--- config.mk ---
export PLATFORM = sky130hd
export DESIGN_NAME = frequency_priority_scheduler_top
export DESIGN_NICKNAME = d
export VERILOG_FILES = /design/src/rtl/fps_pkg.sv /design/src/rtl/frequency_priority_scheduler_top.sv /design/src/rtl/fps_ram.sv /design/src/rtl/fps_ctrl.sv /design/src/rtl/fps_datapath.sv
export SDC_FILE = /design/constraint.sdc
export NUM_CORES = 1
export LEC_CHECK = 0
export BUFFER_PORTS_ARGS = -buffer_cell sky130_fd_sc_hd__buf_2
export CORE_MARGIN = 3
export CORE_UTILIZATION = 30
export DETAILED_ROUTE_END_ITERATION = 6
export GPL_TIMING_DRIVEN = 0
export REMOVE_ABC_BUFFERS = 1
export SLEW_MARGIN = 25
export SYNTH_ARGS = -nofsm -noshare
export SYNTH_HDL_FRONTEND = slang
export SYNTH_SLANG_ARGS = --single-unit
--- constraint.sdc ---
create_clock -name clk -period 10 [get_ports clk]
set_input_delay 1 -clock clk [delete_from_list [all_inputs] [get_ports clk]]
set_output_delay 1 -clock clk [all_outputs]
set_load 0.02 [all_outputs]
--- src/rtl/fps_pkg.sv ---
// Package for the frequency priority scheduler.
// Holds operation codes, field widths and the controller/datapath command and status types.
// No dependencies.
package fps_pkg;

    // Field widths of one input transaction and one result transaction.
    localparam int OP_W      = 2;
    localparam int PROC_ID_W = 4;
    localparam int COUNT_W   = 8;
    localparam int CHOSEN_W  = 4;

    // Operation codes.
    localparam logic [OP_W-1:0] OP_ADD    = 2'd0;
    localparam logic [OP_W-1:0] OP_REMOVE = 2'd1;
    localparam logic [OP_W-1:0] OP_SET    = 2'd2;
    localparam logic [OP_W-1:0] OP_GET    = 2'd3;

    // Commands from the controller to the datapath.
    typedef struct packed {
        logic load;     // Take the input transaction and read the addressed entry.
        logic scan_rd;  // Read the next entry of the scan.
        logic modify;   // Write back the updated counts of the latched id.
        logic finish;   // Write back the chosen id and load the result register.
    } fps_cmd_t;

    // Status from the datapath to the controller.
    typedef struct packed {
        logic in_get;     // Incoming transaction is a get-next.
        logic in_id_ok;   // Incoming id addresses a stored entry.
        logic scan_last;  // The scan reads its final entry in this cycle.
        logic out_busy;   // The result register holds a result that is not taken.
    } fps_status_t;

endpackage

--- src/rtl/frequency_priority_scheduler_top.sv ---
// Frequency priority scheduler: add, remove and set-count read one id's entry, then write back its updated counts.
// Get-next scans the count stores one entry per cycle, then passes a drain state and waits in the finish
// state until the output register holds no untaken result, loads the result there and frees the input.
// A new transaction is taken while a finished result still waits in the output register.
// Reset (rst_n, asynchronous, active low) clears all counts through per-entry valid bits.
// Depends on fps_pkg, fps_ctrl and fps_datapath.
module frequency_priority_scheduler_top
    import fps_pkg::*;
#(
    parameter int NUM_IDS      = 16,
    parameter int PENDING_BITS = 8,
    parameter int HISTORY_BITS = 16
) (
    input  logic        clk,
    input  logic        rst_n,
    input  logic        s_axis_tvalid,
    output logic        s_axis_tready,
    input  logic [15:0] s_axis_tdata,   // [3:0] proc_id, [11:4] count_value, [15:12] zero
    input  logic [1:0]  s_axis_tuser,   // [1:0] operation
    output logic        m_axis_tvalid,
    input  logic        m_axis_tready,
    output logic [7:0]  m_axis_tdata,   // [3:0] chosen_id, [7:4] zero
    output logic        m_axis_tuser    // [0] found
);

    fps_cmd_t            cmd;
    fps_status_t         status;
    logic [CHOSEN_W-1:0] chosen_id;

    // Controller.
    fps_ctrl u_ctrl (
        .clk      (clk),
        .rst_n    (rst_n),
        .in_valid (s_axis_tvalid),
        .in_ready (s_axis_tready),
        .status   (status),
        .cmd      (cmd)
    );

    // Datapath.
    fps_datapath #(
        .NUM_IDS      (NUM_IDS),
        .PENDING_BITS (PENDING_BITS),
        .HISTORY_BITS (HISTORY_BITS)
    ) u_datapath (
        .clk            (clk),
        .rst_n          (rst_n),
        .in_operation   (s_axis_tuser),
        .in_proc_id     (s_axis_tdata[3:0]),
        .in_count_value (s_axis_tdata[11:4]),
        .cmd            (cmd),
        .status         (status),
        .out_ready      (m_axis_tready),
        .out_valid      (m_axis_tvalid),
        .out_found      (m_axis_tuser),
        .out_chosen_id  (chosen_id)
    );

    assign m_axis_tdata = {4'b0000, chosen_id};

endmodule

--- src/rtl/fps_ram.sv ---
// Generic single-write, single-read RAM with a registered read port.
// No dependencies.
module fps_ram #(
    parameter int WIDTH = 8,
    parameter int DEPTH = 16
) (
    input  logic                     clk,
    input  logic                     we,
    input  logic [$clog2(DEPTH)-1:0] waddr,
    input  logic [WIDTH-1:0]         wdata,
    input  logic [$clog2(DEPTH)-1:0] raddr,
    output logic [WIDTH-1:0]         rdata
);

    logic [WIDTH-1:0] mem_reg [DEPTH];
    logic [WIDTH-1:0] rdata_reg;

    // Write port.
    always_ff @(posedge clk)
    begin
        if (we)
        begin
            mem_reg[waddr] <= wdata;
        end
    end

    // Registered read port.
    always_ff @(posedge clk)
    begin
        rdata_reg <= mem_reg[raddr];
    end

    assign rdata = rdata_reg;

endmodule

--- src/rtl/fps_ctrl.sv ---
// Controller state machine of the frequency priority scheduler.
// Depends on fps_pkg for the command and status types.
module fps_ctrl
    import fps_pkg::*;
(
    input  logic        clk,
    input  logic        rst_n,
    input  logic        in_valid,
    output logic        in_ready,
    input  fps_status_t status,
    output fps_cmd_t    cmd
);

    localparam logic [2:0] S_IDLE  = 3'd0;
    localparam logic [2:0] S_MOD   = 3'd1;
    localparam logic [2:0] S_SCAN  = 3'd2;
    localparam logic [2:0] S_DRAIN = 3'd3;
    localparam logic [2:0] S_FIN   = 3'd4;

    logic [2:0] state_reg;
    logic [2:0] state_next;
    logic       accept;

    assign in_ready = (state_reg == S_IDLE);
    assign accept   = in_ready && in_valid;

    // Next state and commands.
    always_comb
    begin
        state_next  = state_reg;
        cmd         = '0;
        cmd.load    = accept;
        case (state_reg)
            S_IDLE:
            begin
                if (accept)
                begin
                    if (status.in_get)
                    begin
                        state_next = S_SCAN;
                    end
                    else if (status.in_id_ok)
                    begin
                        state_next = S_MOD;
                    end
                end
            end
            S_MOD:
            begin
                cmd.modify = 1'b1;
                state_next = S_IDLE;
            end
            S_SCAN:
            begin
                cmd.scan_rd = 1'b1;
                if (status.scan_last)
                begin
                    state_next = S_DRAIN;
                end
            end
            S_DRAIN:
            begin
                state_next = S_FIN;
            end
            S_FIN:
            begin
                if (!status.out_busy)
                begin
                    cmd.finish = 1'b1;
                    state_next = S_IDLE;
                end
            end
            default:
            begin
                state_next = S_IDLE;
            end
        endcase
    end

    // State register.
    always_ff @(posedge clk or negedge rst_n)
    begin
        if (!rst_n)
        begin
            state_reg <= S_IDLE;
        end
        else
        begin
            state_reg <= state_next;
        end
    end

endmodule

--- src/rtl/fps_datapath.sv ---
// Datapath of the frequency priority scheduler: count stores, update arithmetic,
// the one-entry-per-cycle priority scan and the result register.
// Depends on fps_pkg and fps_ram.
module fps_datapath
    import fps_pkg::*;
#(
    parameter int NUM_IDS      = 16,
    parameter int PENDING_BITS = 8,
    parameter int HISTORY_BITS = 16
) (
    input  logic                 clk,
    input  logic                 rst_n,
    input  logic [OP_W-1:0]      in_operation,
    input  logic [PROC_ID_W-1:0] in_proc_id,
    input  logic [COUNT_W-1:0]   in_count_value,
    input  fps_cmd_t             cmd,
    output fps_status_t          status,
    input  logic                 out_ready,
    output logic                 out_valid,
    output logic                 out_found,
    output logic [CHOSEN_W-1:0]  out_chosen_id
);

    localparam int IDX_W = $clog2(NUM_IDS);
    localparam int SUM_W = ((HISTORY_BITS > PENDING_BITS) ? HISTORY_BITS : PENDING_BITS) + 1;
    localparam logic [PENDING_BITS-1:0] PEND_MAX = {PENDING_BITS{1'b1}};
    localparam logic [HISTORY_BITS-1:0] HIST_MAX = {HISTORY_BITS{1'b1}};

    // Latched transaction.
    logic [OP_W-1:0]    op_reg;
    logic [IDX_W-1:0]   id_reg;
    logic [COUNT_W-1:0] count_reg;

    // Scan state.
    logic [IDX_W-1:0]        scan_idx_reg;
    logic                    cmp_en_reg;
    logic [IDX_W-1:0]        cmp_idx_reg;
    logic                    best_valid_reg;
    logic [IDX_W-1:0]        best_idx_reg;
    logic [HISTORY_BITS-1:0] best_hist_reg;
    logic [PENDING_BITS-1:0] best_pend_reg;

    // Entry valid bits: an entry never written reads as zero.
    logic [NUM_IDS-1:0] valid_reg;
    logic               rd_valid_reg;

    // Result register.
    logic                out_valid_reg;
    logic                found_reg;
    logic [IDX_W-1:0]    chosen_reg;

    // Memory ports.
    logic [IDX_W-1:0]        raddr;
    logic [IDX_W-1:0]        waddr;
    logic                    we;
    logic [PENDING_BITS-1:0] pend_wdata;
    logic [HISTORY_BITS-1:0] hist_wdata;
    logic [PENDING_BITS-1:0] pend_rdata;
    logic [HISTORY_BITS-1:0] hist_rdata;
    logic [PENDING_BITS-1:0] pend_q;
    logic [HISTORY_BITS-1:0] hist_q;

    // Update arithmetic.
    logic [IDX_W+PROC_ID_W-1:0]    pid_ext;
    logic [PENDING_BITS+COUNT_W-1:0] cv_ext;
    logic [PENDING_BITS-1:0]       new_pend;
    logic [SUM_W-1:0]              hist_sum;
    logic [SUM_W-1:0]              hist_diff;
    logic [PENDING_BITS-1:0]       mod_pend;
    logic [HISTORY_BITS-1:0]       mod_hist;
    logic                          take_entry;
    logic [IDX_W+CHOSEN_W-1:0]     chosen_ext;

    // Incoming id as a store index and its range check.
    assign pid_ext          = {{IDX_W{1'b0}}, in_proc_id};
    assign status.in_id_ok  = (32'(pid_ext) < NUM_IDS);
    assign status.in_get    = (in_operation == OP_GET);
    assign status.scan_last = (scan_idx_reg == IDX_W'(NUM_IDS - 1));
    assign status.out_busy  = out_valid_reg && !out_ready;

    // Count stores.
    assign raddr = cmd.scan_rd ? scan_idx_reg : pid_ext[IDX_W-1:0];

    fps_ram #(
        .WIDTH (PENDING_BITS),
        .DEPTH (NUM_IDS)
    ) u_pend_ram (
        .clk   (clk),
        .we    (we),
        .waddr (waddr),
        .wdata (pend_wdata),
        .raddr (raddr),
        .rdata (pend_rdata)
    );

    fps_ram #(
        .WIDTH (HISTORY_BITS),
        .DEPTH (NUM_IDS)
    ) u_hist_ram (
        .clk   (clk),
        .we    (we),
        .waddr (waddr),
        .wdata (hist_wdata),
        .raddr (raddr),
        .rdata (hist_rdata)
    );

    assign pend_q = rd_valid_reg ? pend_rdata : '0;
    assign hist_q = rd_valid_reg ? hist_rdata : '0;

    // Set-count: saturate the new value, then move history by the difference.
    assign cv_ext    = {{PENDING_BITS{1'b0}}, count_reg};
    assign new_pend  = (cv_ext > {{COUNT_W{1'b0}}, PEND_MAX}) ? PEND_MAX
                                                              : cv_ext[PENDING_BITS-1:0];
    assign hist_sum  = SUM_W'(hist_q) + SUM_W'(new_pend);
    assign hist_diff = hist_sum - SUM_W'(pend_q);

    // New counts of the latched id.
    always_comb
    begin
        mod_pend = pend_q;
        mod_hist = hist_q;
        case (op_reg)
            OP_ADD:
            begin
                mod_pend = (pend_q == PEND_MAX) ? PEND_MAX : pend_q + PENDING_BITS'(1);
                mod_hist = (hist_q == HIST_MAX) ? HIST_MAX : hist_q + HISTORY_BITS'(1);
            end
            OP_REMOVE:
            begin
                if (pend_q != '0)
                begin
                    mod_pend = pend_q - PENDING_BITS'(1);
                    mod_hist = (hist_q == '0) ? '0 : hist_q - HISTORY_BITS'(1);
                end
            end
            OP_SET:
            begin
                mod_pend = new_pend;
                if (hist_sum < SUM_W'(pend_q))
                begin
                    mod_hist = '0;
                end
                else if (hist_diff > SUM_W'(HIST_MAX))
                begin
                    mod_hist = HIST_MAX;
                end
                else
                begin
                    mod_hist = hist_diff[HISTORY_BITS-1:0];
                end
            end
            default:
            begin
                mod_pend = pend_q;
                mod_hist = hist_q;
            end
        endcase
    end

    // Write port: modify writes the latched id, finish writes the chosen id.
    assign we         = cmd.modify || (cmd.finish && best_valid_reg);
    assign waddr      = cmd.modify ? id_reg : best_idx_reg;
    assign pend_wdata = cmd.modify ? mod_pend : best_pend_reg - PENDING_BITS'(1);
    assign hist_wdata = cmd.modify ? mod_hist : best_hist_reg;

    // Valid bits and the valid flag of the entry being read.
    always_ff @(posedge clk or negedge rst_n)
    begin
        if (!rst_n)
        begin
            valid_reg    <= '0;
            rd_valid_reg <= 1'b0;
        end
        else
        begin
            rd_valid_reg <= valid_reg[raddr];
            if (we)
            begin
                valid_reg[waddr] <= 1'b1;
            end
        end
    end

    // Latch the transaction.
    always_ff @(posedge clk)
    begin
        if (cmd.load)
        begin
            op_reg    <= in_operation;
            id_reg    <= pid_ext[IDX_W-1:0];
            count_reg <= in_count_value;
        end
    end

    // An entry wins when it is pending and strictly beats the best so far.
    assign take_entry = cmp_en_reg && (pend_q != '0)
                        && (!best_valid_reg || (hist_q > best_hist_reg));

    // Scan counter and best-so-far tracking.
    always_ff @(posedge clk or negedge rst_n)
    begin
        if (!rst_n)
        begin
            scan_idx_reg   <= '0;
            cmp_en_reg     <= 1'b0;
            best_valid_reg <= 1'b0;
        end
        else
        begin
            cmp_en_reg <= cmd.scan_rd;
            if (cmd.load)
            begin
                scan_idx_reg   <= '0;
                best_valid_reg <= 1'b0;
            end
            else
            begin
                if (cmd.scan_rd)
                begin
                    scan_idx_reg <= scan_idx_reg + IDX_W'(1);
                end
                if (take_entry)
                begin
                    best_valid_reg <= 1'b1;
                end
            end
        end
    end

    // Best entry payload and the index of the entry under compare.
    always_ff @(posedge clk)
    begin
        cmp_idx_reg <= scan_idx_reg;
        if (take_entry)
        begin
            best_idx_reg  <= cmp_idx_reg;
            best_hist_reg <= hist_q;
            best_pend_reg <= pend_q;
        end
    end

    // Result register.
    always_ff @(posedge clk or negedge rst_n)
    begin
        if (!rst_n)
        begin
            out_valid_reg <= 1'b0;
            found_reg     <= 1'b0;
            chosen_reg    <= '0;
        end
        else
        begin
            if (cmd.finish)
            begin
                out_valid_reg <= 1'b1;
                found_reg     <= best_valid_reg;
                chosen_reg    <= best_valid_reg ? best_idx_reg : '0;
            end
            else if (out_ready)
            begin
                out_valid_reg <= 1'b0;
            end
        end
    end

    assign chosen_ext    = {{CHOSEN_W{1'b0}}, chosen_reg};
    assign out_valid     = out_valid_reg;
    assign out_found     = found_reg;
    assign out_chosen_id = chosen_ext[CHOSEN_W-1:0];

endmodule
Yosys cells after proc, flatten, opt, wreduce, memory -nomap -nowiden
Memories as Yosys holds them, arrays and structs flattened. A register that Yosys moved wholly into a read port is not among the register bits.
Cells that the tools add are included.
Cells by class
  multiplexer cells: 39
  order comparisons: 8
  eq/ne operators: 14
  bitwise gates (word level): 1
  add/subtract/negate cells: 8
  reduce and logical (&&, ||, !) cells: 18
Operators by type and width (count)
  $mux 16: 7
  $pmux 16 s3: 1
  $mux 8: 5
  $pmux 8 s3: 1
  $mux 4: 5
  $add 16x8->17: 1
  $gt 17x16->1 const B: 1
  $lt 17x8->1: 1
  $sub 17x8->17: 1
  $add 16x1->16 const B: 1
  $eq 16x16->1 const B: 1
  $gt 16x16->1: 1
  $logic_not 16->1: 1
  $or 16x16->16: 1
  $sub 16x1->16 const B: 1
  $sub 8x1->8 const B: 2
  $lt 4x5->1 const B: 3
  $mux 3: 5
  $mux 1: 12
  $pmux 3 s4: 1
  $add 8x1->8 const B: 1
  $eq 8x8->1 const B: 1
  $gt 8x8->1 const B: 1
  $reduce_bool 8->1: 1
  19 further kinds: 32
Storage, ports and cells
  memories kept: 2
  input bits: 22
  word-level logic and storage cells: 106
  bits in writable memories: 384
  output and inout port bits: 11
  bits in registers: 78
Memories
  u_datapath.u_hist_ram.mem_reg: depth 16, bits a word 16, read ports 1, clocked after Yosys merged registers in 1, wr ports 1, RTL line fps_ram.sv:15  | logic [WIDTH-1:0] mem_reg [DEPTH];
  u_datapath.u_pend_ram.mem_reg: depth 16, bits a word 8, read ports 1, clocked after Yosys merged registers in 1, wr ports 1, RTL line fps_ram.sv:15

Logic depth before layout (Yosys ltp)
  depth after elaboration: 9
  mapped depth: 24
  depth with buffers taken out: 19

Hierarchy
A second synthesis with hierarchy kept.
Second synthesis, totals
  cell total of the unflattened synthesis: 1514
  area, all modules: 22353.9 µm²
Modules (own cells, without submodules)
  fps_ram (u_datapath.u_hist_ram): times used 1, area each 10042.1 µm², seq. area each 8007.7 µm², cells an instance 432
  fps_datapath: times used 1, area each 6922.9 µm², seq. area each 2067.0 µm², cells an instance 830
  fps_ram (u_datapath.u_pend_ram): times used 1, area each 5147.4 µm², seq. area each 4003.8 µm², cells an instance 229
  fps_ctrl: times used 1, area each 207.7 µm², seq. area each 75.1 µm², cells an instance 18
  frequency_priority_scheduler_top: times used 1, area each 33.8 µm², seq. area each 0.0 µm², cells an instance 5

Worst setup path after synthesis
Ideal clock, no wire load.
  path kind: reg-to-reg
  start: register u_datapath.rd_valid_reg
  end: memory u_datapath.u_hist_ram.mem_reg[0][3] (netlist name), data pin
  cell stages (with the launch flop): 23
  clock period less this slack: 5.433 ns
  setup time: 0.348 ns
  required time: 9.652 ns
  slack: 4.567 ns
  path buffers: 5
  arrival time: 5.086 ns
  cell sequence: dfrtp_1 buf_6 buf_6 buf_6 clkbuf_1 clkbuf_1 nand2_1 inv_1 ha_1 ha_1 a21oi_1 o32ai_2 a21o_2 xnor2_1 ha_1 a21boi_0 o211ai_1 a21boi_0 nor3_1 and4bb_4 xnor2_2 o21ai_0 a221oi_1
Between the ends
  cells in the longest elaborated chain, start to end: 8
  elaborated cells between the ends (all ways): 18
  classes of those cells: add/sub: 4; order compare: 2; eq/ne: 1; mux: 9; reduce/logical: 2
RTL lines
  start, declared: RTL line fps_datapath.sv:45  | logic rd_valid_reg;
  start signal, assigned: RTL line fps_datapath.sv:177  | rd_valid_reg <= valid_reg[raddr];
  $mux 16 (*): RTL line fps_datapath.sv:109  | assign hist_q = rd_valid_reg ? hist_rdata : '0;
  net u_datapath.hist_q[0]: RTL line fps_datapath.sv:61  | logic [HISTORY_BITS-1:0] hist_q;
  $add 16x8->17: RTL line fps_datapath.sv:115  | assign hist_sum = SUM_W'(hist_q) + SUM_W'(new_pend);
  $sub 17x8->17: RTL line fps_datapath.sv:116  | assign hist_diff = hist_sum - SUM_W'(pend_q);
  $gt 17x16->1: RTL line fps_datapath.sv:144  | else if (hist_diff > SUM_W'(HIST_MAX))
  $mux 16: RTL line fps_datapath.sv:144
  $mux 16: RTL line fps_datapath.sv:140  | if (hist_sum < SUM_W'(pend_q))
  $pmux 16 s3 (*): RTL line fps_datapath.sv:123  | case (op_reg)
  $mux 16 (*): RTL line fps_datapath.sv:165  | assign hist_wdata = cmd.modify ? mod_hist : best_hist_reg;
  net u_datapath.hist_wdata[3]: RTL line fps_datapath.sv:57  | logic [HISTORY_BITS-1:0] hist_wdata;
  end, declared: RTL line fps_ram.sv:15
Mark *: on every way through the listed nets, which the timed path passes. The rest lies on a longest branch.

Final worst setup path
  start: register u_datapath.rd_valid_reg
  end: memory u_datapath.u_hist_ram.mem_reg[3][7] (netlist name), data pin
The elaborated chain is that of the path after synthesis.

==> results_dict.tcl <==
set metrics [dict create \
    synthToLayoutAreaGrowth_pct 17.7 \
    slew_viol_final 0 \
    placed_cell_area_mm2 0.0239 \
    initial_core_util 0.303 \
    synth.top_cells.by_count "426 x edfxtp_1, 127 x nand2_1, 101 x mux4_2" \
    p_leak_uw 0.00857 \
    clock_skew_ns 0.0261 \
    cp_slowest_cell "a221oi_2" \
    synth-seq-cells 486 \
    cts_root_buf "clkbuf_16" \
    slowest_delay_ns 0.84 \
    cts_tree "yes" \
    synthCells 1484 \
    synth_most_common_cell "edfxtp_1" \
    synth_edf_count 426 \
    ir_worst_vdd_mv 0.146 \
    dp.cells 2429 \
    dr.pass1.iters 5 \
    wl_per_cell_um 22.6 \
    largest_register_ffs 256 \
    instances_no_fill 2520 \
    cts_resized 0 \
    ioPinCount 33 \
    intPower_uw 5070 \
    relSlewSlack 0.242 \
    period_share 0.671 \
    rows 98 \
    stdcell_area_mm2 0.0256 \
    fin_util 0.357 \
    hp-class "register to register" \
    io_buffers 24 \
    setup_viol 0 \
    pre_cts_ws_ns 3.55 \
    synthFlopType "edfxtp_1" \
    status "complete, no violations" \
    die-area_mm2 0.0758 \
    cp_max_fo 35 \
    hold_buffers 0 \
    power.density_mw_per_mm2 311 \
    p_seq_frac 0.374 \
    core_mm2 0.0717 \
    layout-drive-gt1-share 0.212 \
    dpl.hpwl_um 39100 \
    fmax_ghz 0.149 \
    grt_max_degree 51 \
    gp_congestion 0.925 \
    clockBufferDepth 3 \
    combPwrFrac 0.385 \
    syn_avg_cell_area_um2 14.7 \
    syn_area_mm2 0.0218 \
    h-tree-depth 2 \
    fin_ws_ns 3.29 \
    synth-seq-area-share 0.650 \
    yosys.area.top_type "edfxtp_1" \
    yosys_warnings 0 \
    drt-initial-drc-count 1293 \
    globalRouteTotalUtil 0.151 \
    hold_viol_final 0 \
    post_cts_buffers 0 \
    antenna_left 0 \
    wl_um 57000 \
    clkPwrFrac 0.241 \
    cts_buffers 48 \
    clk_pin_slew_worst_paths_ns 0.07 \
    crit_required_ns 10.26 \
    grt_pass1_vias 13446 \
    cap_viol_max_count 0 \
    synth_cell_type_count 80 \
    period_needed_ns 6.71 \
    vias 13311 \
    path_cells "buf_12 -> nand2_1 -> inv_1 -> ha_1 -> ha_1 -> a21oi_1 -> o32ai_2 -> a21o_2 -> xnor2_1 -> ha_1 -> a21boi_0 -> o211ai_1 -> a21boi_0 -> nor3_1 -> and4bb_4 -> xnor2_2 -> o21ai_0 -> a221oi_2" \
    synth.area.top_cells "edfxtp_1 59%, mux4_2 10%, dfrtp_1 3.7%" \
    grt-ovfl-total 0 \
    die_x_um 275 \
    clock_sinks 486 \
    rsz0062_at_grt "no" \
    arrival_ns 6.97 \
    via_per_inst 5.28 \
    antenna_cells 0 \
    cp_common_cell "ha_1" \
    switching_share 0.364 \
    async_reset_ff_frac 0.0658 \
    fin_nets 1585 \
    crit_type "register to register" \
    grt_pass1_wl_um 85600 \
    clkLatencyLatePin_ns 0.60 \
    worst_pin_slew_ns 1.13 \
    yosysTopAreaCellShare 0.588 \
    net-switching-power_uw 2900 \
    fp.dieH_um 275 \
    whs_ns 0.407 \
    end_kind "register" \
    cp-start-kind "register" \
    drc_errors 0 \
    grt_antenna_before_repair 0 \
]
layout by cell type, fill, tap and decap left out, types with 31 or more instances in the layout:
| master | netlist | final |
|---|---|---|
| a21oi_1 | 61 | 55 |
| xnor2_1 | 49 | 49 |
| ha_1 | 32 | 32 |
| nor2_1 | 83 | 66 |
| inv_1 | 46 | 46 |
| edfxtp_1 | 426 | 426 |
| a31oi_1 | 39 | 38 |
| mux4_2 | 101 | 101 |
| clkbuf_16 | 0 | 51 |
| o21ai_0 | 45 | 40 |
| a211oi_1 | 36 | 35 |
| nand2_1 | 127 | 127 |
| nor3_1 | 33 | 33 |
| dfrtp_1 | 32 | 31 |
through the flow:
stage	TNS, ns	power [uW]
floorplan	-48.03	5100
finish	0	7970
global route	0	8390
CTS	0	7950
detailed placement	0	6020
global placement	-176.21	6040
worst paths after layout:
check	startpoint	endpoint	slack (ns)	cells after the start
min in group asynchronous	rst_n	u_datapath.out_chosen_id[1]	0.49	1
setup reg to reg	u_datapath.rd_valid_reg	u_datapath.u_hist_ram.mem_reg[3][7]	3.29	18
hold / removal	u_datapath.cmp_idx_reg[0]	u_datapath.best_idx_reg[0]	0.41	0
max in group asynchronous	rst_n	u_datapath.rd_valid_reg	8.98	1
hold reg to reg	u_datapath.cmp_idx_reg[0]	u_datapath.best_idx_reg[0]	0.41	0
setup / recovery	u_datapath.rd_valid_reg	u_datapath.u_hist_ram.mem_reg[3][7]	3.29	18
cells by family after synthesis:
logic type / count (synthesis) / share of synthesized area
AO/OA/AOI/OAI: 275 / 0.0835
other: 1 / 0.000172
multiplexers: 113 / 0.110
buffers and inverters: 130 / 0.0266
AND/OR/NAND/NOR: 385 / 0.0852
adder cells (fa/ha/maj): 34 / 0.0198
flip-flops: 486 / 0.650
XOR/XNOR: 60 / 0.0245
power groups by stage:
stage	Clock [uW]	Sequential [uW]	Combinational, uW
after CTS	1960	2970	3020
final	1920	2980	3070
after floorplan	0	2940	2160
after detailed placement	0	3010	3000
after global routing	2040	3000	3350
after global placement	0	3050	2990
metal layers:
metal	wire length [um]	track usage	up-vias
met5	0	0	-
met4	1290	0.0436	0
met3	3390	0.0204	96
met2	26100	0.236	487
met1	26300	0.218	6877
li1	-	-	5851
worst max-delay path: cells and delay by family, from the launching register on:
| family | cells | cell delay, ns |
|---|---|---|
| adders and majority gates | 3 | 0.86 |
| xor gates and xnor gates | 2 | 0.86 |
| AOI/OAI and AO/OA | 8 | 3.00 |
| and+or+nand+nor | 3 | 0.62 |
| buffers and inverters | 2 | 0.41 |
| DFF | 1 | 0.60 |
cell type report:
cell class | count | area (um2)
Timing Repair Buffer | 74 | 1070
Tap cell | 950 | 1190
Clock buffer | 73 | 1460
Clock inverter | 17 | 258
Multi-Input combinational cell | 871 | 7320
Sequential cell | 486 | 14200
Inverter | 49 | 184
Fill cell | 6777 | 46100
Power figures use the tool's default switching activity.
